--- config.mk ---
export PLATFORM = sky130hd
export DESIGN_NAME = sample_rate_time_constant
export DESIGN_NICKNAME = d
export VERILOG_FILES = /design/src/hw/rtl/srtc_pkg.sv /design/src/hw/rtl/sample_rate_time_constant.sv /design/src/hw/rtl/srtc_div_cell.sv /design/src/hw/rtl/srtc_divider.sv
export SDC_FILE = /design/constraint.sdc
export NUM_CORES = 2
export LEC_CHECK = 0
export ABC_AREA = 1
export BUFFER_PORTS_ARGS = -buffer_cell sky130_fd_sc_hd__buf_4
export CELL_PAD_IN_SITES_DETAIL_PLACEMENT = 0
export CELL_PAD_IN_SITES_GLOBAL_PLACEMENT = 2
export CORE_MARGIN = 3
export CORE_UTILIZATION = 44
export DETAILED_ROUTE_END_ITERATION = 10
export PLACE_DENSITY_LB_ADDON = 0.2
export REMOVE_ABC_BUFFERS = 1
export SYNTH_ARGS = -nofsm -noshare
export SYNTH_HDL_FRONTEND = slang
export SYNTH_SLANG_ARGS = --single-unit
--- constraint.sdc ---
create_clock -name clk -period 9.9 [get_ports clk]
set_input_delay 0.495 -clock clk [delete_from_list [all_inputs] [get_ports clk]]
set_output_delay 0.495 -clock clk [all_outputs]
set_load 0.01 [all_outputs]
--- src/hw/rtl/srtc_pkg.sv ---
package srtc_pkg;

  // Field widths.
  localparam int unsigned RATE_W = 16;
  localparam int unsigned VER_W  = 10;
  localparam int unsigned TC_W   = 8;

  // First division: divisor is the clamped rate shifted by the stereo bit.
  localparam int unsigned DIVR_W = RATE_W + 1;
  localparam int unsigned Q_W    = 16;
  // Second division: divisor is q, the quotient is the doubled rate at most.
  localparam int unsigned ACT_W  = RATE_W + 1;

  // The clock numerator, 256000000, needs 28 bits.
  localparam int unsigned NUM_W = 28;
  localparam logic [NUM_W-1:0] CLOCK_NUM = 28'd256000000;

  // Each divider starts from the numerator bits above its quotient width;
  // those bits are smaller than the smallest divisor either one sees.
  localparam logic [DIVR_W-1:0] Q_INIT_REM = DIVR_W'(CLOCK_NUM >> Q_W);
  localparam logic [Q_W-1:0]    Q_LOW      = CLOCK_NUM[Q_W-1:0];
  localparam logic [Q_W-1:0]    A_INIT_REM = Q_W'(CLOCK_NUM >> ACT_W);
  localparam logic [ACT_W-1:0]  A_LOW      = CLOCK_NUM[ACT_W-1:0];

  localparam logic [ACT_W-1:0]  TC_BASE = 17'h10000;

  // Board version classes.
  localparam logic [VER_W-1:0] VER_RESET = 10'h200;
  localparam logic [VER_W-1:0] VER_NEW   = 10'h300;
  localparam logic [VER_W-1:0] VER_MID   = 10'h200;

  // Rate limits in hertz.
  localparam logic [RATE_W-1:0] RATE_FLOOR = 16'd4000;
  localparam logic [RATE_W-1:0] RATE_11025 = 16'd11025;
  localparam logic [RATE_W-1:0] RATE_13000 = 16'd13000;
  localparam logic [RATE_W-1:0] RATE_15000 = 16'd15000;
  localparam logic [RATE_W-1:0] RATE_22050 = 16'd22050;
  localparam logic [RATE_W-1:0] RATE_23000 = 16'd23000;
  localparam logic [RATE_W-1:0] RATE_44100 = 16'd44100;

endpackage

--- src/hw/rtl/sample_rate_time_constant.sv ---
// Channel   | Handshake           | Payload
// ----------+---------------------+--------------------------------------------
// request   | req_valid/req_stall | is_playback, is_stereo, requested_rate
// result    | res_valid/res_stall | time_constant, actual_rate, high_speed
// config    | cfg_valid/cfg_ready | cfg_data (board_version, 10 bits)
//
// A new request is taken in every cycle while the result side keeps up.
// Pipeline: one clamp stage, 16 cells for q, 17 cells for the achieved rate and
// the result register; the two dividers each give one quotient bit per cell.
// Reset is synchronous and active high; it empties every stage and sets the
// board version to 0x200. The configuration port is always ready. A stalled
// result holds; stages behind it keep filling, so requests go in until all fill.
module sample_rate_time_constant import srtc_pkg::*; (
  input  logic              clk,
  input  logic              rst,
  input  logic              req_valid,
  output logic              req_stall,
  input  logic              is_playback,
  input  logic              is_stereo,
  input  logic [RATE_W-1:0] requested_rate,
  output logic              res_valid,
  input  logic              res_stall,
  output logic [TC_W-1:0]   time_constant,
  output logic [RATE_W-1:0] actual_rate,
  output logic              high_speed,
  input  logic              cfg_valid,
  output logic              cfg_ready,
  input  logic [VER_W-1:0]  cfg_data
);

  // Board version register; the host is to write it only while no request is in
  // flight. The block itself does not enforce this.
  logic [VER_W-1:0] board_version;

  assign cfg_ready = 1'b1;

  always_ff @(posedge clk) begin
    if (rst) begin
      board_version <= VER_RESET;
    end else if (cfg_valid && cfg_ready) begin
      board_version <= cfg_data;
    end
  end

  // Pick the ceiling and threshold for the version class, then clamp the
  // rate. The oldest class never reports high speed.
  logic [RATE_W-1:0] ceil_rate;
  logic [RATE_W-1:0] thresh;
  logic              hs_capable;
  logic [RATE_W-1:0] rate_clamped;

  always_comb begin
    priority if (board_version >= VER_NEW) begin
      thresh     = is_stereo ? RATE_11025 : RATE_23000;
      ceil_rate  = is_stereo ? RATE_22050 : RATE_44100;
      hs_capable = 1'b1;
    end else if (board_version > VER_MID) begin
      thresh     = is_playback ? RATE_23000 : RATE_13000;
      ceil_rate  = is_playback ? RATE_44100 : RATE_15000;
      hs_capable = 1'b1;
    end else begin
      thresh     = RATE_23000;
      ceil_rate  = is_playback ? RATE_23000 : RATE_13000;
      hs_capable = 1'b0;
    end
    rate_clamped = (requested_rate > ceil_rate) ? ceil_rate : requested_rate;
    if (rate_clamped < RATE_FLOOR) begin
      rate_clamped = RATE_FLOOR;
    end
  end

  // Front stage: holds the divisor for the first division and the flags
  // that ride along.
  logic              front_valid;
  logic [DIVR_W-1:0] front_divisor;
  logic              front_stereo;
  logic              front_hs;
  logic              front_take;
  logic              q_in_ready;

  assign front_take = !front_valid || q_in_ready;
  assign req_stall  = !front_take;

  always_ff @(posedge clk) begin
    if (rst) begin
      front_valid <= 1'b0;
    end else if (front_take) begin
      front_valid <= req_valid;
    end
  end

  always_ff @(posedge clk) begin
    if (front_take) begin
      front_divisor <= is_stereo ? {rate_clamped, 1'b0} : {1'b0, rate_clamped};
      front_stereo  <= is_stereo;
      front_hs      <= hs_capable && (rate_clamped > thresh);
    end
  end

  // q = 256000000 / (rate << stereo).
  logic           q_valid;
  logic           a_in_ready;
  logic [Q_W-1:0] q_quot;
  logic [1:0]     q_side;

  srtc_divider #(
    .DW(DIVR_W), .QW(Q_W), .SW(2), .INIT_REM(Q_INIT_REM), .NUM_LOW(Q_LOW)
  ) u_q_div (
    .clk       (clk),
    .rst       (rst),
    .in_valid  (front_valid),
    .in_ready  (q_in_ready),
    .divisor   (front_divisor),
    .side      ({front_stereo, front_hs}),
    .out_valid (q_valid),
    .out_ready (a_in_ready),
    .quot      (q_quot),
    .out_side  (q_side)
  );

  // Achieved rate before the stereo shift: 256000000 / q. q rides along
  // for the time constant.
  logic             a_valid;
  logic             res_take;
  logic [ACT_W-1:0] a_quot;
  logic [Q_W+1:0]   a_side;

  srtc_divider #(
    .DW(Q_W), .QW(ACT_W), .SW(Q_W + 2), .INIT_REM(A_INIT_REM), .NUM_LOW(A_LOW)
  ) u_a_div (
    .clk       (clk),
    .rst       (rst),
    .in_valid  (q_valid),
    .in_ready  (a_in_ready),
    .divisor   (q_quot),
    .side      ({q_quot, q_side}),
    .out_valid (a_valid),
    .out_ready (res_take),
    .quot      (a_quot),
    .out_side  (a_side)
  );

  // Result register. q is at least 2902 here, so 65536 - q fits 16 bits
  // and its upper byte is the time constant.
  logic [Q_W-1:0]   a_q;
  logic             a_stereo;
  logic             a_hs;
  logic [ACT_W-1:0] tc_full;

  assign a_q      = a_side[Q_W+1:2];
  assign a_stereo = a_side[1];
  assign a_hs     = a_side[0];
  assign tc_full  = TC_BASE - {1'b0, a_q};
  assign res_take = !res_valid || !res_stall;

  always_ff @(posedge clk) begin
    if (rst) begin
      res_valid <= 1'b0;
    end else if (res_take) begin
      res_valid <= a_valid;
    end
  end

  always_ff @(posedge clk) begin
    if (res_take) begin
      time_constant <= tc_full[15:8];
      actual_rate   <= a_stereo ? a_quot[ACT_W-1:1] : a_quot[RATE_W-1:0];
      high_speed    <= a_hs;
    end
  end

endmodule

--- src/hw/rtl/srtc_div_cell.sv ---
// One restoring division step: brings in one numerator bit, tries the
// subtraction and shifts one quotient bit in.
module srtc_div_cell import srtc_pkg::*; #(
  parameter int unsigned DW = 17,
  parameter int unsigned QW = 16,
  parameter int unsigned SW = 2,
  parameter bit          DBIT = 1'b0
) (
  input  logic          clk,
  input  logic          rst,
  input  logic          take,
  input  logic          in_valid,
  input  logic [DW-1:0] in_rem,
  input  logic [DW-1:0] in_divisor,
  input  logic [QW-1:0] in_quot,
  input  logic [SW-1:0] in_side,
  output logic          out_valid,
  output logic [DW-1:0] out_rem,
  output logic [DW-1:0] out_divisor,
  output logic [QW-1:0] out_quot,
  output logic [SW-1:0] out_side
);

  logic [DW:0]   trial;
  logic [DW:0]   diff;
  logic          qbit;
  logic [DW-1:0] rem_next;

  assign trial    = {in_rem, DBIT};
  assign diff     = trial - {1'b0, in_divisor};
  assign qbit     = (trial >= {1'b0, in_divisor});
  assign rem_next = qbit ? diff[DW-1:0] : trial[DW-1:0];

  always_ff @(posedge clk) begin
    if (rst) begin
      out_valid <= 1'b0;
    end else if (take) begin
      out_valid <= in_valid;
    end
  end

  always_ff @(posedge clk) begin
    if (take) begin
      out_rem     <= rem_next;
      out_divisor <= in_divisor;
      out_quot    <= {in_quot[QW-2:0], qbit};
      out_side    <= in_side;
    end
  end

endmodule

--- src/hw/rtl/srtc_divider.sv ---
// Constant numerator divided by a variable divisor, one quotient bit per
// cell. Each stage moves on when it is empty or the stage after it moves.
module srtc_divider import srtc_pkg::*; #(
  parameter int unsigned     DW = 17,
  parameter int unsigned     QW = 16,
  parameter int unsigned     SW = 2,
  parameter logic [DW-1:0]   INIT_REM = '0,
  parameter logic [QW-1:0]   NUM_LOW = '0
) (
  input  logic          clk,
  input  logic          rst,
  input  logic          in_valid,
  output logic          in_ready,
  input  logic [DW-1:0] divisor,
  input  logic [SW-1:0] side,
  output logic          out_valid,
  input  logic          out_ready,
  output logic [QW-1:0] quot,
  output logic [SW-1:0] out_side
);

  logic          v   [QW+1];
  logic [DW-1:0] rem [QW+1];
  logic [DW-1:0] dv  [QW+1];
  logic [QW-1:0] qt  [QW+1];
  logic [SW-1:0] sd  [QW+1];
  logic          take [QW+1];

  assign v[0]   = in_valid;
  assign rem[0] = INIT_REM;
  assign dv[0]  = divisor;
  assign qt[0]  = '0;
  assign sd[0]  = side;

  assign take[QW] = !v[QW] || out_ready;

  for (genvar k = 0; k < QW; k++) begin : g_cell
    assign take[k] = !v[k+1] || take[k+1];

    srtc_div_cell #(
      .DW(DW), .QW(QW), .SW(SW), .DBIT(NUM_LOW[QW-1-k])
    ) u_cell (
      .clk         (clk),
      .rst         (rst),
      .take        (take[k]),
      .in_valid    (v[k]),
      .in_rem      (rem[k]),
      .in_divisor  (dv[k]),
      .in_quot     (qt[k]),
      .in_side     (sd[k]),
      .out_valid   (v[k+1]),
      .out_rem     (rem[k+1]),
      .out_divisor (dv[k+1]),
      .out_quot    (qt[k+1]),
      .out_side    (sd[k+1])
    );
  end

  assign in_ready  = take[0];
  assign out_valid = v[QW];
  assign quot      = qt[QW];
  assign out_side  = sd[QW];

endmodule
==> summary.md <==
| Metric | Value |
|---|---|
| PortBufs | `59` |
| Pwr per Cell Area | `359 nW/um2` |
| FFs w/ async S/R, synth | `0%` |
| Met1 Use GR | `23.6%` |
| RSZ-0062 raised after global routing | `no` |
| Initial antenna violation count | `2` |
| Flops & latches, synth | `1,482` |
| Worst setup margin | `1.51 ns` |
| Fin. Hold Viols | `0` |
| Worst-Margin Slew | `1.21 ns` |
| Fin util | `49.8%` |
| Most Used Layer, Global Route | `met2` |
| Synth area leader | `edfxtp_1` |
| Fin Clk Skew | `0.0449 ns` |
| H-tree depth | `4` |
| Final #Nets | `7,077` |
| EDFF count, synth | `1,437` |
| TritonCTS clock tree | `done` |
| Post-route antenna net violation count | `0` |
| Clk slew on worst S/H paths | `0.06 ns` |
| Skew-Pair Late Insertion Delay | `0.79 ns` |
| Status | `complete, no violations` |
| Total global routing overflow | `0` |
| Drt first pass iters | `5` |
| Ranking of synthesized cells by area | `edfxtp_1, ha_1, nand2_1, inv_1, a21oi_1` |
| DRC | `0` |
| Maxcap violations | `0` |
| Minimum clock period | `8.39 ns` |
| Starting Density | `44.6%` |
| Clock Tree Root | `clkbuf_16` |
| Routed wire per std cell | `16.2 um` |
| # rows | `147` |
| Slew Viols, Final | `0` |
| GR Util All Layers | `17.0%` |
| Worst path arrival time | `7.89 ns` |
| Sequential element share of the synthesized area | `61.1%` |
| Post-Layout Cell Count | `8,770` |
| Maximum VDD drop | `185 uV` |
| Largest net degree at the start of global routing | `52` |
| Via/cell ratio | `4.92` |
| Crit-path max FO | `50` |
| Area Overhead vs Synth | `11.7%` |
| GR Util met2 | `27.6%` |
| Die Y | `411 um` |
| Total CTS buffers | `158` |
| Synth Warn # | `0` |
| Multi-input combinational cell area | `24,400 um2` |
| Post-DP HPWL | `107,000 um` |
| Crit start category | `flop` |
| Final Cycle Share | `84.7%` |
| Req. time, crit path | `9.41 ns` |
| Met3 Use GR | `2.75%` |
| Commonest non-fill, non-tap cell in the layout | `edfxtp_1` |
| Die area | `169,000 um2` |
| Setup violators final | `0` |
| DRT iter0 DRCs | `2,522` |
| Post-Place Cells | `8,460` |
| Post-route cell area | `80,600 um2` |
| GPL Wtd Cong | `0.814` |
| CTS Sinks | `1,482` |
| Static leakage | `33.8 nW` |
| First-pass GRT wire length | `227,000 um` |
| HP Class | `in2reg` |
| Max clock buf depth | `3` |
| Area fraction of the dominant cell type after synthesis | `59.8%` |
| Post-CTS Setup Repair Bufs | `0` |
| Vias in the first global route | `42,329` |
| Post-synth cell types | `48` |
| Die X | `411 um` |
| Most frequent cells in the layout | `edfxtp_1, nand2_1, inv_1, a21oi_1, ha_1` |
| Post-Route WL | `142,000 um` |
| Worst setup path class | `reg2out` |
| Cell Area, Synth | `72,100 um2` |
| Post-Route Setup TNS | `0 ns` |
| Fmax | `119 MHz` |
| Post-place instance area | `75,100 um2` |
| Vias | `43,157` |
| Syn Inst Count | `6,324` |
| Main synth FF type | `edfxtp_1` |
| Syn Area/Cell | `11.4 um2` |
| Register cell area after layout | `44,100 um2` |
| DP Worst Slack | `1.72 ns` |
| Slew margin rel. | `19.3%` |
| Boundary Pins | `61` |
| Fill count | `14,342` |
| Layout cells sized above 1 | `5.57%` |
| Core Area | `162,000 um2` |
| CP Capture Type | `output port` |
==> metal layers <==
layer	up-vias	share of wire [%]
met1	20068	48
met3	208	3.7
met5	-	0
li1	22295	-
met4	0	2.3
met2	586	46
==> cell families after synthesis <==
group,Yosys count,share of synthesized area (%)
and+or+nand+nor,1603,9.34
other,1,0.00520
xor gates and xnor gates,385,4.68
buffers and inverters,991,5.16
muxes,4,0.0625
adders and majority gates,565,10.1
AOI/OAI and AO/OA,1293,9.57
DFF,1482,61.1
==> synth_stat cells, drive strengths merged, types with 8 or more instances <==
cell type     n
o21a         22
nor4b        12
inv         888
a21o          8
o21ai       530
fa           29
o211ai        8
xor2        181
dfxtp        45
o31ai        22
nand3       133
xnor2       204
nand2       920
nor4         14
edfxtp     1437
nand4        46
a21oi       606
o21bai       42
a311oi       12
ha          536
or2           8
nor2        402
nor3         55
a31oi        10
a211oi       14
clkbuf       96
==> worst max-delay path, stage by stage (launching register included) <==
cell and delay [ns]:
dfxtp_1 0.42, nand4_4 0.15, nor2_4 0.21, nand4_4 0.11, buf_4 0.33, nor2_4 0.25, nand4_4 0.09, buf_4 0.30
nor2_4 0.24, nand4_4 0.08, buf_4 0.31, nor2_4 0.22, nand4_4 0.37, nor2_4 0.33, nand4_4 0.72, nor2_4 0.47
nand4_4 0.10, buf_4 0.32, nor2_4 0.26, nand4_4 0.61, nor2_8 0.37, nand4_4 0.39, inv_1 0.18, buf_4 0.14
==> through the flow <==
step                hold slack (ns)  power, mW
floorplan                     0.400       19.9
global placement              0.401       23.1
detailed placement            0.405       23.2
CTS                         0.00132       29.3
global route                 0.0541       31.4
finish                       0.0733       28.9
==> registers in the layout (all words and copies together), names as in the netlist, 8 cells and up <==
signal,flops
actual_rate,16
board_version,10
front_divisor,17
time_constant,8
u_a_div.g_cell.u_cell.out_divisor,256
u_a_div.g_cell.u_cell.out_quot,153
u_a_div.g_cell.u_cell.out_rem,256
u_a_div.g_cell.u_cell.out_side,50
u_a_div.g_cell.u_cell.out_valid,17
u_q_div.g_cell.u_cell.out_divisor,255
u_q_div.g_cell.u_cell.out_quot,136
u_q_div.g_cell.u_cell.out_rem,255
u_q_div.g_cell.u_cell.out_side,32
u_q_div.g_cell.u_cell.out_valid,16
==> what timing repair did <==
item / 4_1_cts / 5_1_grt
endpoints found under the setup margin: 0 / 0
endpoints found under the hold margin: 12 / 0
hold buffers: 19 / 0
resized for setup: 0 / 0
==> final cells by class <==
type                       count  area share [%]
antenna                        1         0.00311
clock buffer                 192            5.17
clock inverter                98            1.43
inverter                     890            4.15
multi-input combinational   3851            30.3
sequential                  1482            54.7
tap                         2160            3.35
timing repair buffer          96           0.954
==> where the power goes <==
group	total, mW	switching, mW	leakage, nW	internal, mW
Combinational	11.2	6.70	15.9	4.54
Clock	5.91	2.49	2.55	3.41
Sequential	11.8	1.43	15.4	10.3
Total	28.9	10.6	33.8	18.3
==> final timing paths <==
check,from,cells after the start,to,slack (ns)
min,cfg_valid,3,board_version[5],0.07
min reg2reg,u_a_div.g_cell[3].u_cell.out_quot[1],0,u_a_div.g_cell[4].u_cell.out_quot[2],0.40
max,res_valid,23,req_stall,1.51
max reg2reg,res_valid,21,u_q_div.g_cell[0].u_cell.out_divisor[2],2.15
Note: power is estimated with default switching activity, not from simulation.
